**src/rtl/pip_fifo.sv**
```systemverilog
// ----------------------------------------------------------------------------
// pip_fifo
// Small first-in first-out queue with occupancy count.
// ----------------------------------------------------------------------------
`default_nettype none

module pip_fifo #(
  parameter int WIDTH = 8,
  parameter int DEPTH = 4
) (
  input  logic                         clk,
  input  logic                         rst_n,
  input  logic                         push,
  input  logic [WIDTH-1:0]             wr_data,
  output logic                         full,
  input  logic                         pop,
  output logic [WIDTH-1:0]             rd_data,
  output logic                         empty,
  output logic [$clog2(DEPTH+1)-1:0]   count
);

  localparam int AW = $clog2(DEPTH);
  localparam int CW = $clog2(DEPTH + 1);

  logic [WIDTH-1:0] mem_r [DEPTH];
  logic [AW-1:0]    wr_ptr_r, wr_ptr_nxt;
  logic [AW-1:0]    rd_ptr_r, rd_ptr_nxt;
  logic [CW-1:0]    cnt_r, cnt_nxt;
  logic             do_push, do_pop;

  assign full    = (cnt_r == CW'(DEPTH));
  assign empty   = (cnt_r == '0);
  assign count   = cnt_r;
  assign rd_data = mem_r[rd_ptr_r];
  assign do_push = push && !full;
  assign do_pop  = pop && !empty;

  always_comb begin
    wr_ptr_nxt = wr_ptr_r;
    rd_ptr_nxt = rd_ptr_r;
    cnt_nxt    = cnt_r;
    if (do_push) begin
      wr_ptr_nxt = (wr_ptr_r == AW'(DEPTH - 1)) ? '0 : wr_ptr_r + AW'(1);
    end
    if (do_pop) begin
      rd_ptr_nxt = (rd_ptr_r == AW'(DEPTH - 1)) ? '0 : rd_ptr_r + AW'(1);
    end
    if (do_push && !do_pop) begin
      cnt_nxt = cnt_r + CW'(1);
    end else if (do_pop && !do_push) begin
      cnt_nxt = cnt_r - CW'(1);
    end
  end

  always_ff @(posedge clk) begin
    if (!rst_n) begin
      wr_ptr_r <= '0;
      rd_ptr_r <= '0;
      cnt_r    <= '0;
    end else begin
      wr_ptr_r <= wr_ptr_nxt;
      rd_ptr_r <= rd_ptr_nxt;
      cnt_r    <= cnt_nxt;
    end
  end

  always_ff @(posedge clk) begin
    if (do_push) begin
      mem_r[wr_ptr_r] <= wr_data;
    end
  end

  a_cnt_bound: assert property (@(posedge clk) disable iff (!rst_n)
    cnt_r <= CW'(DEPTH))
    else $error("fifo occupancy above depth");

  a_cnt_inc: assert property (@(posedge clk) disable iff (!rst_n)
    (do_push && !do_pop) |=> (cnt_r == $past(cnt_r) + CW'(1)))
    else $error("fifo count missed a write");

endmodule

`default_nettype wire

```
**config.mk**
```make
export PLATFORM = sky130hd
export DESIGN_NAME = pip_fifo
export DESIGN_NICKNAME = d
export VERILOG_FILES = /design/src/rtl/pip_fifo.sv
export SDC_FILE = /design/constraint.sdc
export NUM_CORES = 1
export LEC_CHECK = 0
export ABC_AREA = 1
export BUFFER_PORTS_ARGS = -buffer_cell sky130_fd_sc_hd__buf_2
export CAP_MARGIN = 0
export CORE_MARGIN = 3
export CORE_UTILIZATION = 59
export DETAILED_ROUTE_END_ITERATION = 10
export GPL_ROUTABILITY_DRIVEN = 0
export PLACE_DENSITY = 0.88
export SYNTH_ARGS = -nofsm -noshare
export SYNTH_HDL_FRONTEND = slang
export SYNTH_SLANG_ARGS = --single-unit
```
**constraint.sdc**
```tcl
create_clock -name clk -period 5.8 [get_ports clk]
set_clock_uncertainty 0.15 [all_clocks]
set_input_delay 0.58 -clock clk [delete_from_list [all_inputs] [get_ports clk]]
set_output_delay 0.58 -clock clk [all_outputs]
set_load 0.005 [all_outputs]
```
==> summary.md <==
| Metric | Value |
|---|---|
| CP delay by family, top | flip-flops |
| HP Class | input pin to flip-flop |
| Number of global-route vias before repair | 1069 |
| R2r setup slk | 3.74 ns |
| PortBufs | 24 |
| Total CTS buffers | 5 |
| Max-slew violation count | 0 |
| Via density | 5.466 |
| Gr ovfl total | 0 |
| VDD IR max | 0.2917 mV |
| Worst hold stages | 1 |
| Fin crit share | 0.4187 |
| Die Span X | 59.57 um |
| # resized after CTS | 0 |
| CP startpoint kind | flip-flop |
| Initial core utilization | 0.6536 |
| Sum Neg Setup Slack | 0 ns |
| Tightest Pin Transition | 0.7712 ns |
| WP data required | 5.07 ns |
| Pre-antenna DRT Iters | 4 |
| CP Depth | 4 |
| Syn nets | 167 |
| Final Non-Filler Cells | 208 |
| Switch share | 0.3388 |
| DP HPWL | 2024 um |
| Max_slew headroom | 0.4839 |
| DRC viols | 0 |
| Core outline area | 2590 um2 |
| Psw | 271.1 uW |
| Status | finished, final reports clean |
| Wire per inst | 13.67 um |
| Initial DRC count | 78 |
| Slowest cell on crit path | dfxtp_1 |
| Cell Area, Synth | 1693 um2 |
| Die Height | 59.57 um |
| Initial antenna violation count | 0 |
| Sequential area share after synthesis | 0.6741 |
| Placed insts | 200 |
| Logic pwr share | 0.320 |
| IO Count | 25 |
| Clock share of power | 0.175 |
| Mean post-synth cell area | 11.44 um2 |
| Unique cell type count in the Yosys netlist | 18 |
| Clk pin slew, worst setup/hold paths | 0.11 ns |
| Post-Syn Instances | 148 |
| Reg2Reg Depth | 12 |
| Fmax | 411.8 MHz |
| CTS Sinks | 41 |
| Worst hold slack | 0.3090 ns |
| Flop pwr share | 0.504 |
| Max cap viols | 0 |
| H-tree depth | 2 |
| Internal | 529.2 uW |
| First-pass GRT wire length | 4664 um |
| Largest net degree at the start of global routing | 18 |
| Max incr delay on CP | 0.68 ns |
| Layout cells sized above 1 | 0.1966 |
| Cell area power density | 424.2 nW/um2 |
| #FFs+latches synth | 41 |
| Buf/Inv on CP | 2 |
| Worst Setup Slack, final | 3.372 ns |
| RSZ-0062 raised after global routing | no |
| Final Hold Vio Count | 0 |
| Cts hold-fix bufs | 0 |
| Critical path class | flip-flop to output port |
| CP arrival | 1.70 ns |
| Worst setup EP type | output port |
| Clock Latency Late Sink | 0.33 ns |
| Row Count | 18 |
| Die area | 3548 um2 |
| Cell breakdown of the critical path | inv_2, o21ai_0, o22ai_1, buf_2 |
| Total track usage | 0.1851 |
| Layout area overhead | 11.46% |
| Worst slack, placed | 3.723 ns |
| Postcts setup bufs | 0 |
| Worst-path maximum fanout | 17 |
| Most frequent cells in the layout | 33 x nor2_1, 32 x edfxtp_1, 24 x buf_2, 18 x inv_1 |
| Routed Antenna Nets | 0 |
| ANT cells | 0 |
| Via count | 1137 |
| # nets final | 196 |
| Final min period | 2.428 ns |
| CTS tree | yes |
| Leakage power | 0.0007791 uW |
| Commonest non-fill, non-tap cell in the layout | nor2_1 |
| Routed Wire Length | 2844 um |
| Clk root buf | clkbuf_4 |
| CTS max path bufs | 2 |
| Warnings from Yosys | 0 |
| Setup violators final | 0 |
-- cell families (layout without fill, tap and decap cells) --
| family | count (synthesis) | after routing | synth area share |
|---|---|---|---|
| flip-flops | 41 | 41 | 0.6741 |
| AO/OA/AOI/OAI | 28 | 28 | 0.09535 |
| AND/OR/NAND/NOR | 51 | 51 | 0.1190 |
| buffers and inverters | 21 | 51 | 0.05543 |
| adder cells (fa/ha/maj) | 7 | 7 | 0.05617 |
-- synthesized netlist by cell type, drive strengths merged --
| cell type | instances | area, um2 |
|---|---|---|
| a21oi | 2 | 10.01 |
| nand2 | 15 | 58.81 |
| nand3b | 1 | 7.510 |
| nand3 | 1 | 5.000 |
| fa | 1 | 20.02 |
| dfxtp | 9 | 180.2 |
| o21ai | 18 | 101.4 |
| inv | 19 | 71.31 |
| buf | 2 | 22.52 |
| o22ai | 8 | 50.05 |
| edfxtp | 32 | 960.9 |
| nand4 | 1 | 6.260 |
| ha | 6 | 75.07 |
| nor2 | 33 | 123.9 |
-- per-layer routing --
layer / part of all wire / track usage
met1: 0.42 / 0.2273
met3: 0.058 / 0.05882
met2: 0.50 / 0.3027
met5: 0 / 0
met4: 0.018 / 0.07595
-- state kept, by name, indices dropped and copies added, names as in the netlist, named ones only --
register / flops
mem_r: 32
count: 3
rd_ptr_r: 2
wr_ptr_r: 2
-- stage by stage --
step	util	power [uW]	cell area, um2
6_report	0.7285	800.3	1887
5_1_grt	0.7285	866.3	1887
4_1_cts	0.7285	806.4	1887
3_5_place_dp	0.7058	668.3	1828
3_3_place_gp	0.7058	649.3	1828
2_1_floorplan	-	577.3	1693
-- power groups by stage --
stage	Clock (uW)	Combinational, uW	Sequential (uW)
3_5_place_dp	0	257	411
2_1_floorplan	0	179	398
6_report	140	256	404
4_1_cts	144	258	404
3_3_place_gp	0	242	407
5_1_grt	159	295	412
-- worst paths after layout --
path                 endpoint        from
setup reg to reg     count[2]    count[1]
hold reg to reg      count[0]    count[0]
setup / recovery   rd_data[4]   flip-flop
hold / removal    mem_r[3][2]  wr_data[2]
-- final cells by class --
type / instances / area, um2
sequential: 41 / 1141
multi-input combinational: 86 / 457.9
inverter: 19 / 71.32
fill: 172 / 703.2
clock buffer: 8 / 58.81
tap: 30 / 37.54
timing repair buffer: 24 / 120.1
No activity file was read; power rests on OpenSTA's default activity.
