==> config.mk <==
export PLATFORM = sky130hd
export DESIGN_NAME = pip_front
export DESIGN_NICKNAME = d
export VERILOG_FILES = /design/src/rtl/pip_pkg.sv /design/src/rtl/pip_front.sv
export SDC_FILE = /design/constraint.sdc
export NUM_CORES = 1
export LEC_CHECK = 0
export BUFFER_PORTS_ARGS = -buffer_cell sky130_fd_sc_hd__buf_2
export CAP_MARGIN = 20
export CORE_MARGIN = 2
export CORE_UTILIZATION = 55
export DETAILED_ROUTE_END_ITERATION = 6
export PLACE_DENSITY = 0.91
export RECOVER_POWER = 50
export SYNTH_ARGS = -nofsm -noshare
export SYNTH_HDL_FRONTEND = slang
export SYNTH_SLANG_ARGS = --single-unit
==> constraint.sdc <==
create_clock -name clk -period 4.4 [get_ports clk]
set_input_delay 0.88 -clock clk [delete_from_list [all_inputs] [get_ports clk]]
set_output_delay 0.88 -clock clk [all_outputs]
set_load 0.005 [all_outputs]
==> src/rtl/pip_pkg.sv <==
// ----------------------------------------------------------------------------
// pip_pkg
// Types and constants shared by the point-in-polygon crossing test.
// ----------------------------------------------------------------------------
`default_nettype none

package pip_pkg;

  localparam int COORD_MAX_W = 32;
  localparam int ID_MAX_W    = 32;
  localparam int DIFF_W      = COORD_MAX_W + 1;
  localparam int PROD_W      = 2 * DIFF_W;
  localparam int SUM_W       = PROD_W + 1;
  localparam int CNT_W       = 3;

  localparam logic [CNT_W-1:0] MIN_VERTICES = CNT_W'(4);

  typedef enum logic [1:0] {
    ST_VALID = 2'd0,
    ST_OPEN  = 2'd1,
    ST_SHORT = 2'd2
  } status_t;

  typedef struct packed {
    logic                          first;
    logic                          last;
    logic signed [COORD_MAX_W-1:0] vertex_x;
    logic signed [COORD_MAX_W-1:0] vertex_y;
    logic        [ID_MAX_W-1:0]    vertex_id;
    logic signed [COORD_MAX_W-1:0] point_x;
    logic signed [COORD_MAX_W-1:0] point_y;
  } in_item_t;

  typedef struct packed {
    logic       inside_res;
    logic [1:0] status;
  } out_item_t;

  typedef struct packed {
    logic                     first;
    logic                     last;
    status_t                  status;
    logic signed [DIFF_W-1:0] dx0;
    logic signed [DIFF_W-1:0] dx1;
    logic signed [DIFF_W-1:0] dy0;
    logic signed [DIFF_W-1:0] dy1;
  } seg_t;

  typedef struct packed {
    logic                     first;
    logic                     last;
    status_t                  status;
    logic                     test_en;
    logic                     dx1_pos;
    logic signed [PROD_W-1:0] prod_a;
    logic signed [PROD_W-1:0] prod_b;
  } stg_t;

endpackage

`default_nettype wire

==> src/rtl/pip_front.sv <==
// ----------------------------------------------------------------------------
// pip_front
// Vertex intake: tracks test point, previous vertex, start id and count;
// forms edge offsets and polygon status for each vertex.
// ----------------------------------------------------------------------------
`default_nettype none

module pip_front #(
  parameter int COORD_WIDTH = 32,
  parameter int ID_WIDTH    = 32
) (
  input  logic              clk,
  input  logic              rst_n,
  input  logic              push,
  output logic              full,
  input  pip_pkg::in_item_t in_item,
  output logic              seg_push,
  output pip_pkg::seg_t     seg_item,
  input  logic              seg_full
);

  import pip_pkg::*;

  localparam int DW = COORD_WIDTH + 1;

  logic signed [COORD_WIDTH-1:0] prev_x_r, prev_y_r, test_x_r, test_y_r;
  logic signed [COORD_WIDTH-1:0] test_x_nxt, test_y_nxt;
  logic signed [COORD_WIDTH-1:0] vx, vy, px, py;
  logic        [ID_WIDTH-1:0]    start_id_r, start_id_nxt, vid;
  logic        [CNT_W-1:0]       cnt_r, cnt_nxt;
  logic signed [DW-1:0]          dx0_w, dx1_w, dy0_w, dy1_w;
  logic                          accept;
  status_t                       status;

  assign vx  = in_item.vertex_x[COORD_WIDTH-1:0];
  assign vy  = in_item.vertex_y[COORD_WIDTH-1:0];
  assign px  = in_item.point_x[COORD_WIDTH-1:0];
  assign py  = in_item.point_y[COORD_WIDTH-1:0];
  assign vid = in_item.vertex_id[ID_WIDTH-1:0];

  assign accept   = push && !seg_full;
  assign full     = seg_full;
  assign seg_push = push;

  assign dx0_w = DW'(prev_x_r) - DW'(test_x_r);
  assign dx1_w = DW'(vx) - DW'(test_x_r);
  assign dy0_w = DW'(prev_y_r) - DW'(test_y_r);
  assign dy1_w = DW'(vy) - DW'(test_y_r);

  always_comb begin
    if (in_item.first) begin
      test_x_nxt   = px;
      test_y_nxt   = py;
      start_id_nxt = vid;
      cnt_nxt      = CNT_W'(1);
    end else begin
      test_x_nxt   = test_x_r;
      test_y_nxt   = test_y_r;
      start_id_nxt = start_id_r;
      cnt_nxt      = (cnt_r < MIN_VERTICES) ? cnt_r + CNT_W'(1) : cnt_r;
    end
    if (start_id_nxt != vid) begin
      status = ST_OPEN;
    end else if (cnt_nxt < MIN_VERTICES) begin
      status = ST_SHORT;
    end else begin
      status = ST_VALID;
    end
  end

  always_comb begin
    seg_item.first  = in_item.first;
    seg_item.last   = in_item.last;
    seg_item.status = status;
    seg_item.dx0    = DIFF_W'(dx0_w);
    seg_item.dx1    = DIFF_W'(dx1_w);
    seg_item.dy0    = DIFF_W'(dy0_w);
    seg_item.dy1    = DIFF_W'(dy1_w);
  end

  always_ff @(posedge clk) begin
    if (!rst_n) begin
      prev_x_r   <= '0;
      prev_y_r   <= '0;
      test_x_r   <= '0;
      test_y_r   <= '0;
      start_id_r <= '0;
      cnt_r      <= '0;
    end else if (accept) begin
      prev_x_r   <= vx;
      prev_y_r   <= vy;
      test_x_r   <= test_x_nxt;
      test_y_r   <= test_y_nxt;
      start_id_r <= start_id_nxt;
      cnt_r      <= cnt_nxt;
    end
  end

endmodule

`default_nettype wire

==> results of run 1 <==
layout by cell type, fill, tap and decap left out, types with 9 or more instances in the layout:
cell type,Yosys,routed
inv_1,105,103
xor2_1,72,72
a21oi_1,113,108
nor2_1,69,69
nand2_1,392,391
dfxtp_1,163,162
ha_1,129,123
a21boi_0,162,162
o211ai_1,9,9
a31oi_1,9,9
o21ai_0,52,46
nand3_1,22,22
xnor2_1,68,68
clkbuf_16,0,17
nor2b_1,23,21
a21o_1,51,51
nor3_1,22,22
buf_4,4,49
o21bai_1,14,14
o21a_1,19,19
nor4_1,12,12
buf_2,1,292
nand2b_1,15,14
nand4_1,17,17
o21ai_1,7,9
worst paths after layout:
path,from,end,slack (ns),cells past startpoint
worst max-delay path,in_item[128],seg_item[98],0.08,14
worst min-delay path,test_x_r[12],test_x_r[12],0.46,2
worst max register to register,cnt_r[2],cnt_r[0],3.39,3
worst min register to register,test_x_r[12],test_x_r[12],0.46,2
repair_timing:
item / 4_1_cts / 5_1_grt
hold buffers: 0 / 0
endpoints found under the hold margin: 0 / 0
setup buffers: 0 / 10
endpoints found under the setup margin: 16 / 34
pin swaps: 7 / 28
gates resized for setup: 11 / 37
layer usage:
layer  vias up  wire length (um)
met5         -                11
met1      6181             15800
met4         2              1160
li1       6536                 -
met2       559             18900
met3       104              3280
registers in the layout, summed over array words and instances, names as in the netlist:
name,cells
prev_y_r,32
cnt_r,3
test_x_r,32
prev_x_r,32
start_id_r,32
test_y_r,32
synth_stat cells, types with 22 or more instances:
| library cell | instances | area, sq um |
|---|---|---|
| xnor2_1 | 68 | 596 |
| dfxtp_1 | 163 | 3260 |
| a21o_1 | 51 | 383 |
| a21boi_0 | 162 | 1220 |
| inv_1 | 105 | 394 |
| xor2_1 | 72 | 631 |
| ha_1 | 129 | 1610 |
| nand2_1 | 392 | 1470 |
| o21ai_0 | 52 | 260 |
| nor2b_1 | 23 | 144 |
| nor2_1 | 69 | 259 |
| nor3_1 | 22 | 110 |
| nand3_1 | 22 | 110 |
| a21oi_1 | 113 | 566 |
| clkbuf_1 | 64 | 240 |
worst reg2reg max path, delay by kind of cell, from the launching register on:
family	cells	cell delay [ns]
simple gates	2	0.39
compound gates	1	0.14
flops	1	0.35
cell type report:
| type | count | area [sq um] | area share |
|---|---|---|---|
| antenna | 2 | 5.00 | 0.000317 |
| clock buffer | 17 | 425 | 0.0270 |
| clock inverter | 15 | 194 | 0.0123 |
| inverter | 105 | 397 | 0.0251 |
| multi-input combinational | 1377 | 9180 | 0.582 |
| sequential | 163 | 3260 | 0.207 |
| tap | 319 | 399 | 0.0253 |
| timing repair buffer | 353 | 1910 | 0.121 |
kinds of logic after synthesis:
group           after synthesis
buf+inv                     183
simple gates                599
flops                       163
xor+xnor                    140
compound gates              505
fa+ha+maj                   133
power groups by stage:
stage / Clock, mW / Sequential, mW / Combinational (mW)
6_report: 1.56 / 1.56 / 1.95
5_1_grt: 1.65 / 1.57 / 2.13
4_1_cts: 1.59 / 1.56 / 1.87
3_5_place_dp: 0 / 1.60 / 1.85
3_3_place_gp: 0 / 1.59 / 1.81
2_1_floorplan: 0 / 1.59 / 1.15
metrics by stage:
step | instances | cell area [sq um]
final | 2351 | 15800
after global routing | 2350 | 15800
after CTS | 2339 | 15500
after detailed placement | 2307 | 14900
after global placement | 2307 | 14900
after floorplan | 1723 | 12900
==> flow_summary.json, run 1 <==
{
  "drt_iter0_markers": 796,
  "rows": 56,
  "cp_slowest_cell": "fa_2",
  "drtAntennaViolNets": 0,
  "grt_max_degree": 98,
  "crit_path_start_kind": "input pin",
  "grt_pass1_wl_mm": 60.1,
  "drt-pass1-iter-count": 5,
  "cap_violations": 2,
  "synth-main-ff-cell": "dfxtp_1",
  "final_core_util": 0.678,
  "slew_violations": 135,
  "coreArea_sq_um": 23300,
  "seq_area_frac_synth": 0.252,
  "cp_max_fo": 3,
  "start_util": 0.556,
  "ctsHtreeMaxLevel": 4,
  "grt-ovfl-total": 0,
  "crit_type": "in2out",
  "layout-drive-gt1-share": 0.210,
  "slowest_delay_ns": 0.39,
  "synth-xor-area-share": 0.0947,
  "crit_buf_inv": 3,
  "crit_family": "compound AO/OA/AOI/OAI gates",
  "post-place-ws_ns": -0.211,
  "use_met1": 0.355,
  "cp.required_ns": 3.52,
  "ios": 304,
  "status": "finished, violations left",
  "p_total_mw": 5.08,
  "cts_inserted_buffers": 17,
  "synth-compound-area-share": 0.270,
  "wl_mm": 39.2,
  "gp_congestion": 0.924,
  "max_clock_freq_ghz": 0.232,
  "fin_crit_ns": 4.32,
  "fin_ws_ns": 0.0808,
  "combPwrFrac": 0.385,
  "synth_mux_area_frac": 0,
  "avgRoutedWirePerCell_um": 16.7,
  "die_h_um": 157,
  "synth-simple-area-share": 0.198,
  "fill_cells": 1960,
  "grt_usage": 0.301,
  "setup_viol": 0,
  "cts.sinks": 163,
  "violations": "capacitance limit, slew limit",
  "viasPerCell": 5.69,
  "pwr-share-clk": 0.307,
  "clk_pin_slew_ns": 0.07,
  "synth_edf_count": 0,
  "switching_share": 0.370,
  "cts_buffer_depth": 2,
  "ys_ff_latch": 163,
  "end_kind": "primary output",
  "setup-tns-final_ns": 0,
  "hold_viol": 0,
  "drc_errors": 0,
  "grt_pass1_vias": 12600,
  "nNetsFinal": 2316,
  "crit_chain": "buf_6 > inv_2 > ha_4 > fa_2 > nand2b_4 > a21oi_4 > o2111ai_4 > o311ai_4 > a41o_1 > o211a_1 > o2111a_2 > a211o_1 > o41ai_2 > buf_2",
  "syn_nets": 2022,
  "synth.distinct_cells": 70,
  "fin_skew_ns": 0.00630,
  "slew_headroom": -0.294,
  "worst_hold_slack_ns": 0.463,
  "rsz0062_at_grt": "yes",
  "syn_area_sq_um": 12900,
  "p_leak_nw": 7.01,
  "clock-root-buffer": "clkbuf_16",
  "async_flop_share": 0,
  "fp.dieArea_sq_um": 24800,
  "dp.final_hpwl_mm": 30.0,
  "die_x_um": 157,
  "p_switching_mw": 1.88,
  "antenna_found_initial": 4,
  "ys_warn_count": 0,
  "synth_top_family_by_area": "compound AO/OA/AOI/OAI gates",
  "fin_crit_sh": 0.982,
  "power.density_nw_per_um2": 322,
  "hold_path.class": "reg2reg",
  "grt-busiest-layer": "met2",
  "intPower_mw": 3.20,
  "cp.arrival_ns": 3.44,
  "syn_avg_cell_area_sq_um": 7.51,
  "met3_usage": 0.0815,
  "syn_to_final_growth_pct": 21.9,
  "clock_latency_ns": 0.44,
  "via_count": 13400,
  "netlist_instances": 1723,
  "synth_fa_ha_area_frac": 0.131,
  "seq_power_share": 0.308,
  "cts_tree": "built",
  "port_buffers": 301,
  "worstMarginPinSlew_ns": 1.94,
  "irDropWorstVdd_v": 0.000259,
  "grt_use_met2": 0.523
}
Power figures use the tool's default switching activity.
==> run 2: changes to the inputs <==
GPL_TIMING_DRIVEN = 0   (was not set)
==> run 2 against run 1 <==
The flow finishes with violations (setup timing). First-iteration DRC count up 9.4%. Final cell count is 1.6% higher. Power up 1.2%. Clock-buffer cell count stayed put. Wire length rose by 2.9%. Critical path type unchanged.
==> flow_summary.json, run 2 (synthesis results as in run 1) <==
{
  "cts.sinks": 163,
  "clk_pin_slew_ns": 0.07,
  "port_buffers": 301,
  "p_leak_nw": 6.97,
  "fin_skew_ns": 0.00483,
  "drc_errors": 0,
  "multi_input_area_sq_um": 9350,
  "grt_use_met2": 0.537,
  "grt_pass1_vias": 12900,
  "drt-pass1-iter-count": 6,
  "irDropWorstVdd_v": 0.000286,
  "grt-ovfl-total": 0,
  "holdBufCountCts": 0,
  "layout-drive-gt1-share": 0.204,
  "power.density_nw_per_um2": 321,
  "via_count": 13700,
  "violations": "setup timing",
  "fill_cells": 1909,
  "drtAntennaViolNets": 0,
  "fin_ws_ns": -0.0417,
  "crit_family": "compound AO/OA/AOI/OAI gates",
  "setup_viol": 2,
  "met3_usage": 0.0677,
  "design_area_sq_um": 16000,
  "grt-busiest-layer": "met2",
  "ios": 304,
  "p_total_mw": 5.14,
  "fin_crit_sh": 1.01,
  "start_util": 0.556,
  "max_clock_freq_ghz": 0.225,
  "dp.final_hpwl_mm": 31.3,
  "die_x_um": 157,
  "clock-root-buffer": "clkbuf_16",
  "cp.required_ns": 3.52,
  "final_core_util": 0.688,
  "most-common-layout-cells": "nand2_1, buf_2, a21boi_0",
  "layout_commonest_cell": "nand2_1",
  "coreArea_sq_um": 23300,
  "crit_type": "in2out",
  "grt_max_degree": 22,
  "slew_headroom": 0.397,
  "clock_latency_ns": 0.44,
  "hold_path.class": "reg2reg",
  "die_h_um": 157,
  "cp_max_fo": 8,
  "use_met1": 0.366,
  "viasPerCell": 5.72,
  "fp.dieArea_sq_um": 24800,
  "cap_violations": 0,
  "regArea_sq_um": 3270,
  "crit_path_start_kind": "input pin",
  "cts_inserted_buffers": 17,
  "place_area_sq_um": 14800,
  "hold_viol": 0,
  "crit_buf_inv": 3,
  "cp_slowest_cell": "a41o_1",
  "antenna_found_initial": 8,
  "grt_usage": 0.310,
  "stdcell_count": 2389,
  "nNetsFinal": 2351,
  "avgRoutedWirePerCell_um": 16.9,
  "slew_violations": 0,
  "place_inst": 2343,
  "rsz0062_at_grt": "yes",
  "cp_common_cell": "buf_2",
  "cts_buffer_depth": 2,
  "fin_crit_ns": 4.44,
  "status": "finished, violations left",
  "crit_chain": "buf_2 > ha_4 > buf_6 > a21o_1 > a211oi_2 > o311ai_4 > a41o_1 > o211a_1 > o2111a_2 > a211o_1 > o41ai_2 > buf_2",
  "worstMarginPinSlew_ns": 0.905,
  "ctsHtreeMaxLevel": 4,
  "cts_tree": "built",
  "syn_to_final_growth_pct": 23.6,
  "drt_iter0_markers": 871,
  "wl_mm": 40.3,
  "rows": 56,
  "grt_pass1_wl_mm": 61.3,
  "slowest_delay_ns": 0.30,
  "cp.arrival_ns": 3.56,
  "gp_congestion": 0.936,
  "end_kind": "primary output",
  "worst_hold_slack_ns": 0.464
}
## run 2: cell count changes in the layout (fill, tap and decap cells not counted), sizes merged
cell,previous run,this run
buf,344,321
diode,2,5
clkinv,7,8
clkbuf,26,84
inv,113,112
## run 2: metal layers
metal	vias to the layer above	part of all wire
met5	-	0.00074
met4	4	0.041
met3	119	0.078
met2	573	0.47
met1	6361	0.41
li1	6605	-
## run 2: what timing repair did
action,in CTS,in global routing
pin swaps,13,41
gates cloned,0,0
gates resized for setup,23,67
buffers inserted,3,11
endpoints found under the setup margin,19,34
## run 2: worst paths after layout
path | start | to | slack (ns) | cells past startpoint
hold / removal | test_y_r[16] | test_y_r[16] | 0.46 | 2
hold reg to reg | test_y_r[16] | test_y_r[16] | 0.46 | 2
setup reg to reg | cnt_r[0] | cnt_r[1] | 3.46 | 3
setup / recovery | in_item[141] | seg_item[98] | -0.04 | 12
## run 2: area by class of cell
type / count / share of cell area
Antenna cell: 5 / 0.000782
Buffer: 73 / 0.0185
Clock buffer: 17 / 0.0266
Clock inverter: 15 / 0.0135
Inverter: 105 / 0.0249
Multi-Input combinational cell: 1377 / 0.584
Sequential cell: 163 / 0.204
Tap cell: 319 / 0.0249
Timing Repair Buffer: 315 / 0.102
## run 2: through the flow
stage	TNS [ns]	setup slack [ns]
final	-0.0681	-0.0417
after global routing	-0.377	-0.124
after CTS	-0.00156	-0.00156
after detailed placement	-3.82	-0.575
after global placement	-3.52	-0.565
after floorplan	0	0.344
## run 2: worst register-to-register path, stage by stage (launching register included)
cell and delay (ns):
dfxtp_1 0.34, ha_1 0.30, a2bb2oi_1 0.14, nor2b_1 0.06
## run 2: power by group
group	leakage [nW]	internal, mW	switching (mW)
Combinational	5.33	0.887	1.10
Sequential	1.33	1.53	0.0340
Clock	0.306	0.793	0.796
